==> config.mk <==
export PLATFORM = sky130hd
export DESIGN_NAME = q4_dequant_dot_product_flat
export DESIGN_NICKNAME = d
export VERILOG_FILES = /design/src/q4dq_pkg.sv /design/src/q4dq_in_if.sv /design/src/q4dq_out_if.sv /design/src/q4dq_cfg_if.sv /design/src/q4dq_ctrl.sv /design/src/q4dq_dpath.sv /design/src/q4_dequant_dot_product.sv /design/src/flat_wrapper.sv
export SDC_FILE = /design/constraint.sdc
export NUM_CORES = 2
export LEC_CHECK = 0
export BUFFER_PORTS_ARGS = -buffer_cell sky130_fd_sc_hd__buf_2
export CORE_UTILIZATION = 50
export CTS_BUF_LIST = sky130_fd_sc_hd__clkbuf_8 sky130_fd_sc_hd__clkbuf_16
export CTS_CLUSTER_SIZE = 40
export DETAILED_ROUTE_END_ITERATION = 8
export GPL_ROUTABILITY_DRIVEN = 1
export PLACE_DENSITY = 0.66
export RECOVER_POWER = 50
export SYNTH_ARGS = -nofsm -noshare
export SYNTH_HDL_FRONTEND = slang
export SYNTH_SLANG_ARGS = --single-unit
==> constraint.sdc <==
create_clock -name clk_i -period 12.6 [get_ports clk_i]
set_input_delay 1.89 -clock clk_i [delete_from_list [all_inputs] [get_ports clk_i]]
set_output_delay 1.89 -clock clk_i [all_outputs]
set_load 0.1 [all_outputs]
==> src/q4dq_pkg.sv <==
`timescale 1ns / 1ps
// ----------------------------------------------------------------------------
// q4dq_pkg: shared types and constants of the Q4 dequantize dot product
// Field widths, fixed-point constants, controller states and the command and
// status structs that join the controller to the datapath.
// ----------------------------------------------------------------------------
package q4dq_pkg;

  // Default accumulator width (signed, 30 fraction bits).
  localparam int unsigned AccWidthDef = 48;

  // Input field widths.
  localparam int unsigned ActW   = 16;  // activation, Q3.12
  localparam int unsigned ByteW  = 8;   // packed weight byte
  localparam int unsigned NibW   = 4;   // one weight nibble
  localparam int unsigned ScaleW = 16;  // scale, Q1.14
  localparam int unsigned ZpW    = 10;  // zero point, Q5.4

  // Derived datapath widths.
  localparam int unsigned FracZp = 4;                  // fraction bits of a zero point
  localparam int unsigned DiffW  = NibW + FracZp + 3;  // covers -511..752
  localparam int unsigned WgtW   = ScaleW + DiffW;     // scale * diff, Q.18
  localparam int unsigned TermW  = ActW + WgtW;        // activation * weight, Q.30

  // Zero point used when zero_mode is set: 8.0 in Q5.4.
  localparam logic signed [DiffW-1:0] FixedZp = DiffW'(8 << FracZp);

  typedef enum logic [1:0] {
    ST_IDLE,
    ST_WEIGHT,
    ST_TERM,
    ST_ACCUM
  } state_e;

  typedef struct packed {
    logic capture;    // register the input beat
    logic weight_en;  // form scale * diff
    logic term_en;    // form activation * weight
    logic accum_en;   // saturating add into the running sum
  } cmd_t;

  typedef struct packed {
    logic last;       // captured beat closes the dot product
  } status_t;

endpackage

==> src/q4dq_in_if.sv <==
`timescale 1ns / 1ps
// ----------------------------------------------------------------------------
// q4dq_in_if: input term channel
// Valid/ready channel carrying one activation, packed weight byte and the
// group's dequantization parameters.
// ----------------------------------------------------------------------------
interface q4dq_in_if;
  logic                                  valid;
  logic                                  ready;
  logic signed [q4dq_pkg::ActW-1:0]      activation;
  logic        [q4dq_pkg::ByteW-1:0]     weight_byte;
  logic                                  high_half;
  logic signed [q4dq_pkg::ScaleW-1:0]    scale;
  logic signed [q4dq_pkg::ZpW-1:0]       zero_point;
  logic                                  last;

  modport source (
    output valid, activation, weight_byte, high_half, scale, zero_point, last,
    input  ready
  );
  modport sink (
    input  valid, activation, weight_byte, high_half, scale, zero_point, last,
    output ready
  );
endinterface

==> src/q4dq_out_if.sv <==
`timescale 1ns / 1ps
// ----------------------------------------------------------------------------
// q4dq_out_if: result channel
// Valid/ready channel carrying one finished, saturated dot product.
// ----------------------------------------------------------------------------
interface q4dq_out_if #(
  parameter int unsigned ACC_WIDTH = q4dq_pkg::AccWidthDef
);
  logic                        valid;
  logic                        ready;
  logic signed [ACC_WIDTH-1:0] dot_value;

  modport source (output valid, dot_value, input ready);
  modport sink (input valid, dot_value, output ready);
endinterface

==> src/q4dq_cfg_if.sv <==
`timescale 1ns / 1ps
// ----------------------------------------------------------------------------
// q4dq_cfg_if: configuration write channel
// Valid/ready channel carrying the zero_mode register value.
// ----------------------------------------------------------------------------
interface q4dq_cfg_if;
  logic valid;
  logic ready;
  logic zero_mode;

  modport source (output valid, zero_mode, input ready);
  modport sink (input valid, zero_mode, output ready);
endinterface

==> src/q4dq_ctrl.sv <==
`timescale 1ns / 1ps
// ----------------------------------------------------------------------------
// q4dq_ctrl: sequencing controller
// Walks each term through capture, weight multiply, term multiply and
// accumulate, and owns the result valid flag.
// ----------------------------------------------------------------------------
module q4dq_ctrl (
  input  logic               clk_i,
  input  logic               rst_ni,
  input  logic               in_valid_i,
  output logic               in_ready_o,
  output logic               out_valid_o,
  input  logic               out_ready_i,
  input  q4dq_pkg::status_t  status_i,
  output q4dq_pkg::cmd_t     cmd_o
);

  q4dq_pkg::state_e state_q, state_d;
  logic             out_valid_q, out_valid_d;
  logic             stall;

  // A closing term waits in the accumulate step while an older result is
  // still held in the output register.
  assign stall = status_i.last && out_valid_q && !out_ready_i;

  always_comb begin
    state_d = state_q;
    case (state_q)
      q4dq_pkg::ST_IDLE: begin
        if (in_valid_i) begin
          state_d = q4dq_pkg::ST_WEIGHT;
        end
      end
      q4dq_pkg::ST_WEIGHT: state_d = q4dq_pkg::ST_TERM;
      q4dq_pkg::ST_TERM:   state_d = q4dq_pkg::ST_ACCUM;
      q4dq_pkg::ST_ACCUM: begin
        if (!stall) begin
          state_d = q4dq_pkg::ST_IDLE;
        end
      end
      default: state_d = q4dq_pkg::ST_IDLE;
    endcase
  end

  always_comb begin
    cmd_o       = '0;
    in_ready_o  = 1'b0;
    case (state_q)
      q4dq_pkg::ST_IDLE: begin
        in_ready_o    = 1'b1;
        cmd_o.capture = in_valid_i;
      end
      q4dq_pkg::ST_WEIGHT: cmd_o.weight_en = 1'b1;
      q4dq_pkg::ST_TERM:   cmd_o.term_en   = 1'b1;
      q4dq_pkg::ST_ACCUM:  cmd_o.accum_en  = !stall;
      default: cmd_o = '0;
    endcase
    out_valid_d = (cmd_o.accum_en && status_i.last) || (out_valid_q && !out_ready_i);
  end

  always_ff @(posedge clk_i or negedge rst_ni) begin
    if (!rst_ni) begin
      state_q     <= q4dq_pkg::ST_IDLE;
      out_valid_q <= 1'b0;
    end else begin
      state_q     <= state_d;
      out_valid_q <= out_valid_d;
    end
  end

  assign out_valid_o = out_valid_q;

endmodule

==> src/q4dq_dpath.sv <==
`timescale 1ns / 1ps
// ----------------------------------------------------------------------------
// q4dq_dpath: dequantize and accumulate datapath
// Nibble select and zero-point subtract, two registered multiplies, and a
// saturating accumulator with a result register.
// ----------------------------------------------------------------------------
module q4dq_dpath #(
  parameter int unsigned ACC_WIDTH = q4dq_pkg::AccWidthDef
) (
  input  logic                                 clk_i,
  input  logic                                 rst_ni,
  input  q4dq_pkg::cmd_t                       cmd_i,
  output q4dq_pkg::status_t                    status_o,
  input  logic                                 cfg_we_i,
  input  logic                                 cfg_zero_mode_i,
  input  logic signed [q4dq_pkg::ActW-1:0]     activation_i,
  input  logic        [q4dq_pkg::ByteW-1:0]    weight_byte_i,
  input  logic                                 high_half_i,
  input  logic signed [q4dq_pkg::ScaleW-1:0]   scale_i,
  input  logic signed [q4dq_pkg::ZpW-1:0]      zero_point_i,
  input  logic                                 last_i,
  output logic signed [ACC_WIDTH-1:0]          dot_value_o
);

  localparam int unsigned SumW =
      ((ACC_WIDTH > q4dq_pkg::TermW) ? ACC_WIDTH : q4dq_pkg::TermW) + 1;

  localparam logic signed [ACC_WIDTH-1:0] AccMax = {1'b0, {(ACC_WIDTH-1){1'b1}}};
  localparam logic signed [ACC_WIDTH-1:0] AccMin = {1'b1, {(ACC_WIDTH-1){1'b0}}};

  logic                                    zero_mode_q;
  logic signed [q4dq_pkg::ActW-1:0]        act_q;
  logic signed [q4dq_pkg::ScaleW-1:0]      scale_q;
  logic signed [q4dq_pkg::DiffW-1:0]       diff_q, diff_d;
  logic                                    last_q;
  logic signed [q4dq_pkg::WgtW-1:0]        weight_q, weight_d;
  logic signed [q4dq_pkg::TermW-1:0]       term_q, term_d;
  logic signed [ACC_WIDTH-1:0]             acc_q, acc_d;
  logic signed [ACC_WIDTH-1:0]             dot_q;
  logic        [q4dq_pkg::NibW-1:0]        nibble;
  logic signed [q4dq_pkg::DiffW-1:0]       nib_scaled, zp_ext;
  logic signed [SumW-1:0]                  sum;

  // Nibble moved to Q.4 and the zero point subtracted.
  always_comb begin
    nibble     = high_half_i ? weight_byte_i[7:4] : weight_byte_i[3:0];
    nib_scaled = $signed({3'b000, nibble, 4'b0000});
    zp_ext     = zero_mode_q ? q4dq_pkg::FixedZp : q4dq_pkg::DiffW'(zero_point_i);
    diff_d     = nib_scaled - zp_ext;
  end

  assign weight_d = q4dq_pkg::WgtW'(scale_q) * q4dq_pkg::WgtW'(diff_q);
  assign term_d   = q4dq_pkg::TermW'(act_q) * q4dq_pkg::TermW'(weight_q);

  // Exact sum in a wider word, then clamped to the accumulator range.
  always_comb begin
    sum = SumW'(acc_q) + SumW'(term_q);
    if (sum > SumW'(AccMax)) begin
      acc_d = AccMax;
    end else if (sum < SumW'(AccMin)) begin
      acc_d = AccMin;
    end else begin
      acc_d = ACC_WIDTH'(sum);
    end
  end

  always_ff @(posedge clk_i or negedge rst_ni) begin
    if (!rst_ni) begin
      zero_mode_q <= 1'b0;
      acc_q       <= '0;
      last_q      <= 1'b0;
    end else begin
      if (cfg_we_i) begin
        zero_mode_q <= cfg_zero_mode_i;
      end
      if (cmd_i.capture) begin
        last_q <= last_i;
      end
      if (cmd_i.accum_en) begin
        acc_q <= last_q ? '0 : acc_d;
      end
    end
  end

  always_ff @(posedge clk_i) begin
    if (cmd_i.capture) begin
      act_q   <= activation_i;
      scale_q <= scale_i;
      diff_q  <= diff_d;
    end
    if (cmd_i.weight_en) begin
      weight_q <= weight_d;
    end
    if (cmd_i.term_en) begin
      term_q <= term_d;
    end
    if (cmd_i.accum_en && last_q) begin
      dot_q <= acc_d;
    end
  end

  assign status_o.last = last_q;
  assign dot_value_o   = dot_q;

endmodule

==> src/q4_dequant_dot_product.sv <==
`timescale 1ns / 1ps
// ----------------------------------------------------------------------------
// q4_dequant_dot_product: 4-bit weight dequantize and dot product engine
// Accumulates activation * scale * (nibble - zero) per term and delivers the
// saturated sum on the term marked last.
// ----------------------------------------------------------------------------
// Result timing: out_o.valid is registered and rises as a closing term leaves the
//   accumulate step, after its capture, weight and term multiply steps; a stall there delays it.
// Pacing: a new term is taken only after the previous one has passed the four
//   controller steps (capture, weight multiply, term multiply, accumulate); a
//   closing term waits in the accumulate step while the previous result is not yet taken.
// Reset (rst_ni, asynchronous, active low) clears the controller, the result
//   valid flag, the running sum and zero_mode; no clearing pass is needed.
// ----------------------------------------------------------------------------
module q4_dequant_dot_product #(
  parameter int unsigned ACC_WIDTH = q4dq_pkg::AccWidthDef
) (
  input  logic          clk_i,
  input  logic          rst_ni,
  q4dq_cfg_if.sink      cfg_i,
  q4dq_in_if.sink       in_i,
  q4dq_out_if.source    out_o
);

  q4dq_pkg::cmd_t    cmd;
  q4dq_pkg::status_t status;

  // The single configuration register is always writable. The user is to make writes only
  // while the engine is idle, so no term sees a change mid-flight; the block does not enforce this.
  assign cfg_i.ready = 1'b1;

  // The controller sequences each beat through the datapath one step per cycle unless a
  // closing term stalls in its accumulate step, and holds the result valid flag for the output register.
  q4dq_ctrl u_ctrl (
    .clk_i       (clk_i),
    .rst_ni      (rst_ni),
    .in_valid_i  (in_i.valid),
    .in_ready_o  (in_i.ready),
    .out_valid_o (out_o.valid),
    .out_ready_i (out_o.ready),
    .status_i    (status),
    .cmd_o       (cmd)
  );

  // The datapath captures the beat with the nibble already turned into a
  // Q.4 difference, multiplies by scale (Q.18) and by activation (Q.30),
  // and adds into the saturating accumulator. The result register is kept
  // apart from the accumulator so a new dot product can start while the
  // previous result waits to be taken.
  q4dq_dpath #(
    .ACC_WIDTH (ACC_WIDTH)
  ) u_dpath (
    .clk_i           (clk_i),
    .rst_ni          (rst_ni),
    .cmd_i           (cmd),
    .status_o        (status),
    .cfg_we_i        (cfg_i.valid),
    .cfg_zero_mode_i (cfg_i.zero_mode),
    .activation_i    (in_i.activation),
    .weight_byte_i   (in_i.weight_byte),
    .high_half_i     (in_i.high_half),
    .scale_i         (in_i.scale),
    .zero_point_i    (in_i.zero_point),
    .last_i          (in_i.last),
    .dot_value_o     (out_o.dot_value)
  );

endmodule

==> src/flat_wrapper.sv <==
// flat-port wrapper written by rule: the top's interface ports become plain ports
module q4_dequant_dot_product_flat 
#(
  parameter int unsigned ACC_WIDTH = q4dq_pkg::AccWidthDef
)
  (clk_i, rst_ni, cfg_i_valid, cfg_i_zero_mode, cfg_i_ready, in_i_valid, in_i_activation, in_i_weight_byte, in_i_high_half, in_i_scale, in_i_zero_point, in_i_last, in_i_ready, out_o_valid, out_o_dot_value, out_o_ready);
  q4dq_cfg_if cfg_i_i ();
  q4dq_in_if in_i_i ();
  q4dq_out_if #(.ACC_WIDTH(ACC_WIDTH)) out_o_i ();
  input  logic clk_i;
  input  logic rst_ni;
  input wire logic [$bits(cfg_i_i.valid)-1:0] cfg_i_valid;
  input wire logic [$bits(cfg_i_i.zero_mode)-1:0] cfg_i_zero_mode;
  output wire logic [$bits(cfg_i_i.ready)-1:0] cfg_i_ready;
  input wire logic [$bits(in_i_i.valid)-1:0] in_i_valid;
  input wire logic [$bits(in_i_i.activation)-1:0] in_i_activation;
  input wire logic [$bits(in_i_i.weight_byte)-1:0] in_i_weight_byte;
  input wire logic [$bits(in_i_i.high_half)-1:0] in_i_high_half;
  input wire logic [$bits(in_i_i.scale)-1:0] in_i_scale;
  input wire logic [$bits(in_i_i.zero_point)-1:0] in_i_zero_point;
  input wire logic [$bits(in_i_i.last)-1:0] in_i_last;
  output wire logic [$bits(in_i_i.ready)-1:0] in_i_ready;
  output wire logic [$bits(out_o_i.valid)-1:0] out_o_valid;
  output wire logic [$bits(out_o_i.dot_value)-1:0] out_o_dot_value;
  input wire logic [$bits(out_o_i.ready)-1:0] out_o_ready;
  assign cfg_i_i.valid = cfg_i_valid;
  assign cfg_i_i.zero_mode = cfg_i_zero_mode;
  assign cfg_i_ready = cfg_i_i.ready;
  assign in_i_i.valid = in_i_valid;
  assign in_i_i.activation = in_i_activation;
  assign in_i_i.weight_byte = in_i_weight_byte;
  assign in_i_i.high_half = in_i_high_half;
  assign in_i_i.scale = in_i_scale;
  assign in_i_i.zero_point = in_i_zero_point;
  assign in_i_i.last = in_i_last;
  assign in_i_ready = in_i_i.ready;
  assign out_o_valid = out_o_i.valid;
  assign out_o_dot_value = out_o_i.dot_value;
  assign out_o_i.ready = out_o_ready;
  q4_dequant_dot_product #(.ACC_WIDTH(ACC_WIDTH)) u_core (.clk_i(clk_i), .rst_ni(rst_ni), .cfg_i(cfg_i_i), .in_i(in_i_i), .out_o(out_o_i));
endmodule
# Word-level counts from Yosys, hierarchy flattened
# Index checks and enable logic that the tools add are counted.
[totals] reg_bits=214 latch_bits=0 ram_bits=0 romBits=0 inputBits=58 out_inout_bits=51 wordCells=44 memories=0
[op_classes] n_addsub=2 n_mul=2 n_div=0 order_cmp=2 n_eq_ne=5 n_shift=0 n_mux=13 bitwise=0 reduce_logical=9
[op_table] op="$mux W48" count=3
[op_table] op="$add A48 B43 Y49" count=1
[op_table] op="$gt A49 B48 Y1 const B" count=1
[op_table] op="$lt A49 B48 Y1 const B" count=1
[op_table] op="$mul A16 B27 Y43" count=1
[op_table] op="$mul A16 B11 Y27" count=1
[op_table] op="$mux W11" count=1
[op_table] op="$sub A9 B11 Y11" count=1
[op_table] op="$pmux W2 S4" count=1
[op_table] op="$mux W1" count=5
[op_table] op="$eq A2 B2 Y1 const B" count=2
[op_table] op="$logic_and A1 B1 Y1" count=4
[op_table] op="$mux W2" count=2
[op_table] op="$mux W4" count=1
[op_table] op="$ne A2 B2 Y1 const B" count=2
[op_table] op="$eq A2 B1 Y1 const B" count=1
[op_table] op="$logic_not A1 Y1" count=2
[op_table] op="$logic_not A2 Y1" count=1
[op_table] op="$reduce_and A2 Y1" count=1
[op_table] op="$logic_or A1 B1 Y1" count=1

# Logic depth before layout (Yosys ltp)
[logic_depth] word_depth=6 depth_mapped=26 ltp_nobuf=24

# Cells and area by module
# A second synthesis with hierarchy kept.
[hier_totals] hier_cells=3300 area_unflattened_um2=32160.8
[modules_own_cells] module="q4dq_dpath" n_inst=1 cells_each=3280 area_per_inst_um2=31938.1 seq_area_each_um2=6085.8
[modules_own_cells] module="q4dq_ctrl" n_inst=1 cells_each=18 area_per_inst_um2=211.5 seq_area_each_um2=75.1
[modules_own_cells] module="q4_dequant_dot_product" n_inst=1 cells_each=2 area_per_inst_um2=11.3 seq_area_each_um2=0.0

# Least setup slack after synthesis
# No wires, ideal clock.
[synth_path] path_type="register to register" startpoint="reg u_core.u_dpath.act_q[1] in the netlist's numbering" endpoint="reg u_core.u_dpath.term_q[42] in the netlist's numbering, data pin" setup_ps=260 arrival_ps=6098 required_ps=12340 setup_slack_ps=6242 path_stages_with_launch=25 path_buffers=2 synth_period_minus_slack_ps=6358 cell_sequence="edfxtp_1 -> clkbuf_1 -> clkbuf_1 -> nand2_1 -> fa_1 -> inv_1 -> fa_1 -> inv_1 -> fa_1 -> inv_1 -> fa_1 -> fa_1 -> inv_1 -> fa_1 -> inv_1 -> ha_1 -> and3_1 -> and4_1 -> and4_1 -> a41o_1 -> o211a_1 -> a31oi_1 -> o21ai_0 -> a21oi_1 -> xnor2_1"
[synth_between] elab_chain_len=1
[synth_rtl] item="start: declaration" line="q4dq_dpath.sv:32" text="logic signed [q4dq_pkg::ActW-1:0] act_q;"
[synth_rtl] item="start signal: assignment" line="q4dq_dpath.sv:87" text="act_q <= activation_i;"
[synth_rtl] item="$mul A16 B27 Y43" line="q4dq_dpath.sv:53" text="assign term_d = q4dq_pkg::TermW'(act_q) * q4dq_pkg::TermW'(weight_q);"
[synth_rtl] item="named net u_core.u_dpath.term_d, one bit" line="q4dq_dpath.sv:37" text="logic signed [q4dq_pkg::TermW-1:0] term_q, term_d;"
[synth_rtl] item="end signal: assignment" line="q4dq_dpath.sv:95" text="term_q <= term_d;"
[synth_rtl] item="end: declaration" line="q4dq_dpath.sv:37"
# The timed path passes the listed nets, and every way through them passes these cells.
# A chain may end at the register's enable or synchronous reset.

# Worst setup path after layout
[layout_path] startpoint="reg u_core.u_dpath.act_q[7] in the netlist's numbering" endpoint="reg u_core.u_dpath.term_q[41] in the netlist's numbering, data pin"
# Same word-level chain as after synthesis.

==> summary.log <==
INFO  place          place.port_buffers=107
INFO  global_route   grt.met3_usage=4.332%
INFO  finish         postLayoutCoreUtil=53.72%
INFO  critical_path  critical_path_buf_inv_count=5
INFO  clocking       clock_sinks=214
INFO  die            die_area=65060um2
INFO  clocking       tritoncts=built
INFO  die            die_height=255.1um
INFO  global_route   grt.busiest_layer=met2
INFO  die            placementRows=92
INFO  place          place.detailed.hpwl=56030um
INFO  critical_path  slowest_delay=1010ps
INFO  die            die_width=255.1um
INFO  detailed_routing route.detailed.wl_per_inst=16.63um
INFO  synthesis      yosysMostFrequentCell=sky130_fd_sc_hd__inv_1
INFO  timing         finalClockSkew=19.31ps
INFO  clocking       max-clock-path-buffers=3
INFO  detailed_routing detail_route.vias_per_cell=5.184
INFO  clocking       postCtsResizedCells=0
INFO  timing         maxSlewViolCount=197
INFO  synthesis      synth.cell_area=32020um2
INFO  synthesis      async_reset_ff_share=24.77%
INFO  place          place_inst=4159
INFO  detailed_routing drtAntennaViolNets=0
INFO  global_route   number_of_antenna_violations_at_the_first_check_in_global_routing=0
INFO  critical_path  timing.critical_path.cells=nand2_1 -> fa_1 -> inv_1 -> fa_1 -> inv_1 -> fa_1 -> inv_1 -> fa_1 -> fa_1 -> inv_1 -> fa_1 -> inv_1 -> ha_1 -> nand4_1 -> o31ai_1 -> a31oi_1 -> o21ai_0 -> a21oi_1 -> o21ai_0 -> xor2_1
INFO  timing         setup-violations-final=0
INFO  detailed_routing drc=0
INFO  hold_path      worstHoldPathType=reg2reg
INFO  detailed_routing vias=21.82k
INFO  clocking       cts.repair_timing.setup_buffer_count=0
INFO  synthesis      yosys_warnings=0
INFO  timing         finalSetupTns=0ps
INFO  synthesis      synth-edff-count=161
INFO  timing         timing_hold_violations_final=0
INFO  timing         finalCritPeriodShare=57.67%
INFO  synthesis      synth_area_per_inst=9.602um2
INFO  detailed_routing first_iter_violations=1184
INFO  synthesis      synth.top_cells.by_count=668 x sky130_fd_sc_hd__inv_1, 579 x sky130_fd_sc_hd__fa_1, 417 x sky130_fd_sc_hd__nand2_1
INFO  critical_path  timing.setup.critical_path_class=reg2reg
INFO  timing         timing.max_slew.rel_slack=-135.7%
INFO  synthesis      postSynth.topFlopCell=sky130_fd_sc_hd__edfxtp_1
INFO  clocking       clk_pin_slew=60ps
INFO  timing         fmax=137.6MHz
INFO  synthesis      yosys.area.top_type_share=36.20%
INFO  synthesis      postSynthRegisterBits=214
INFO  critical_path  timing.critical_path.from_type=register
INFO  clocking       hold_buffers=0
INFO  finish         n_fill_cell=5740
INFO  finish         layout.nets=4197
INFO  global_route   track_usage=22.79%
INFO  timing         period_minus_slack=7267ps
INFO  clocking       cts_root_buf=sky130_fd_sc_hd__clkbuf_16
INFO  finish         final-instance-count-excl-fill=4210
INFO  global_route   global_route.usage.met2=38.07%
INFO  finish         fin_area=33950um2
INFO  job            max_cap_violations=5
INFO  global_route   globalRouteOverflowTotal=0
INFO  critical_path  worstPathMaxFanout=27
INFO  global_route   grt_pass1_vias=23.50k
INFO  synthesis      syn_inst=3335
INFO  detailed_routing drt_first_pass_iters=5
INFO  global_route   gr-usage-met1=30.72%
INFO  clocking       cts_max_level=1
INFO  place          place_area=33130um2
INFO  finish         post_route_cells_drive_above_1_share=5.025%
INFO  critical_path  cp_data_required_time=13010ps
INFO  die            initial_core_util=50.67%
INFO  synthesis      synth_fp_nets=4190
INFO  timing         rsz0062_at_grt=false
INFO  synthesis      top_cell_type_by_total_area_after_synthesis=sky130_fd_sc_hd__fa_1
INFO  timing         worstMarginPinSlew=3536ps
INFO  synthesis      synth-seq-area-share=19.24%
INFO  critical_path  worst_path_most_repeated_cell=sky130_fd_sc_hd__fa_1
INFO  place          place.gp.congestion=0.9132
INFO  synthesis      netlist_top_cells_area=sky130_fd_sc_hd__fa_1 36%, sky130_fd_sc_hd__edfxtp_1 15%, sky130_fd_sc_hd__ha_1 8.5%
INFO  critical_path  slowest_stage=sky130_fd_sc_hd__edfxtp_1
INFO  critical_path  critical_path_data_arrival_time=7670ps
INFO  critical_path  endpoint_kind_of_the_worst_setup_timing_path=register
INFO  clocking       insertion_delay_of_the_later_clocked_pin_in_the_worst_skew_pair=590ps
INFO  critical_path  critical-path-top-delay-family=adder cells
INFO  clocking       numCtsBuffers=27
INFO  die            number_of_top_level_design_ports=109
INFO  run_status     result_of_the_run=finished with violations
INFO  synthesis      yosys.cell_types.count=78
INFO  global_route   grt_max_degree=54
INFO  global_route   grt_first_pass_wirelength=118100um
INFO  die            placeableCoreArea=63200um2
INFO  run_status     failing_checks=max-capacitance violations, max-slew violations
INFO  finish         areaGrowthSynthToFinish=6.021%
INFO  detailed_routing totalWireLength=70000um
## final timing paths
check                                         start                         to  slack [ps]  cells past startpoint
min in group asynchronous                    rst_ni    u_core.u_dpath.acc_q[0]        2600                      2
setup reg to reg            u_core.u_dpath.act_q[7]  u_core.u_dpath.term_q[41]        5330                     20
setup / recovery            u_core.u_dpath.act_q[7]  u_core.u_dpath.term_q[41]        5330                     20
max in group asynchronous                    rst_ni   u_core.u_dpath.acc_q[30]        7980                      2
hold / removal             u_core.u_dpath.acc_q[17]   u_core.u_dpath.acc_q[17]         480                      2
hold reg to reg            u_core.u_dpath.acc_q[17]   u_core.u_dpath.acc_q[17]         480                      2
## tightest hold or removal path, stage by stage, from the launching register on
cell and delay, ps:
sky130_fd_sc_hd__dfrtp_1 340, sky130_fd_sc_hd__nand2_1 50, sky130_fd_sc_hd__o21ai_0 60
## cell type report
type,instances,area [um2],share of cell area [%]
clock inverters,20,142.6,0.4201
well taps,846,1059,3.118
inverters,668,2507,7.385
repair buffers,116,571.8,1.684
clock buffers,30,716.9,2.112
multi-input cells,2315,22790,67.13
flip-flops and latches,214,6161,18.15
diodes,1,2.502,0.007371
## kinds of logic after synthesis
logic type | after synthesis | synth area share (%)
compound gates | 394 | 7.791
fa+ha+maj | 814 | 45.25
xor+xnor | 117 | 3.200
buf+inv | 806 | 9.612
other cells | 1 | 0.01171
simple gates | 984 | 14.72
flops | 214 | 19.24
mux | 5 | 0.1758
## registers in the layout (all words and copies together), names as in the netlist
signal and count:
u_core.u_dpath.acc_q 48, u_core.u_ctrl.state_q 2, u_core.u_dpath.zero_mode_q 1, u_core.u_dpath.diff_q 11
u_core.u_ctrl.out_valid_o 1, u_core.u_dpath.weight_q 27, u_core.u_dpath.dot_value_o 48, u_core.u_dpath.act_q 16
u_core.u_dpath.scale_q 16, u_core.u_dpath.term_q 43, u_core.u_dpath.status_o 1
## metal layers
metal	share of wire, %	vias up
li1	-	10300
met4	2.1	0
met1	45	10840
met2	46	594
met3	6.6	88
met5	0	-
## cell usage in the layout, fill, tap and decap left out, types with 16 or more instances in the layout
cell type | netlist | final
sky130_fd_sc_hd__clkbuf_16 | 0 | 27
sky130_fd_sc_hd__edfxtp_1 | 161 | 161
sky130_fd_sc_hd__a21o_1 | 58 | 58
sky130_fd_sc_hd__fa_1 | 579 | 579
sky130_fd_sc_hd__xnor2_1 | 79 | 79
sky130_fd_sc_hd__dfrtp_1 | 53 | 53
sky130_fd_sc_hd__ha_1 | 218 | 218
sky130_fd_sc_hd__and2_1 | 264 | 255
sky130_fd_sc_hd__o21ai_0 | 94 | 94
sky130_fd_sc_hd__a21oi_1 | 122 | 122
sky130_fd_sc_hd__clkbuf_1 | 114 | 17
sky130_fd_sc_hd__xor2_1 | 38 | 38
sky130_fd_sc_hd__inv_1 | 668 | 680
sky130_fd_sc_hd__nand2_1 | 417 | 417
sky130_fd_sc_hd__nand2b_1 | 39 | 39
sky130_fd_sc_hd__nand3_1 | 27 | 27
sky130_fd_sc_hd__nor2_1 | 153 | 153
sky130_fd_sc_hd__maj3_1 | 16 | 16
sky130_fd_sc_hd__buf_2 | 13 | 94
## stage by stage
stage / hold slack [ps] / setup WS (ps)
after floorplan: 453.8 / 6242
after global placement: 469.3 / 5560
after detailed placement: 476.3 / 5419
after CTS: 487.4 / 5403
after global routing: 510.9 / 4929
final: 478.9 / 5333
Power is left out: the tool's default activity adds up to more than one toggle a clock period on the data nets, which glitch-free logic cannot reach.
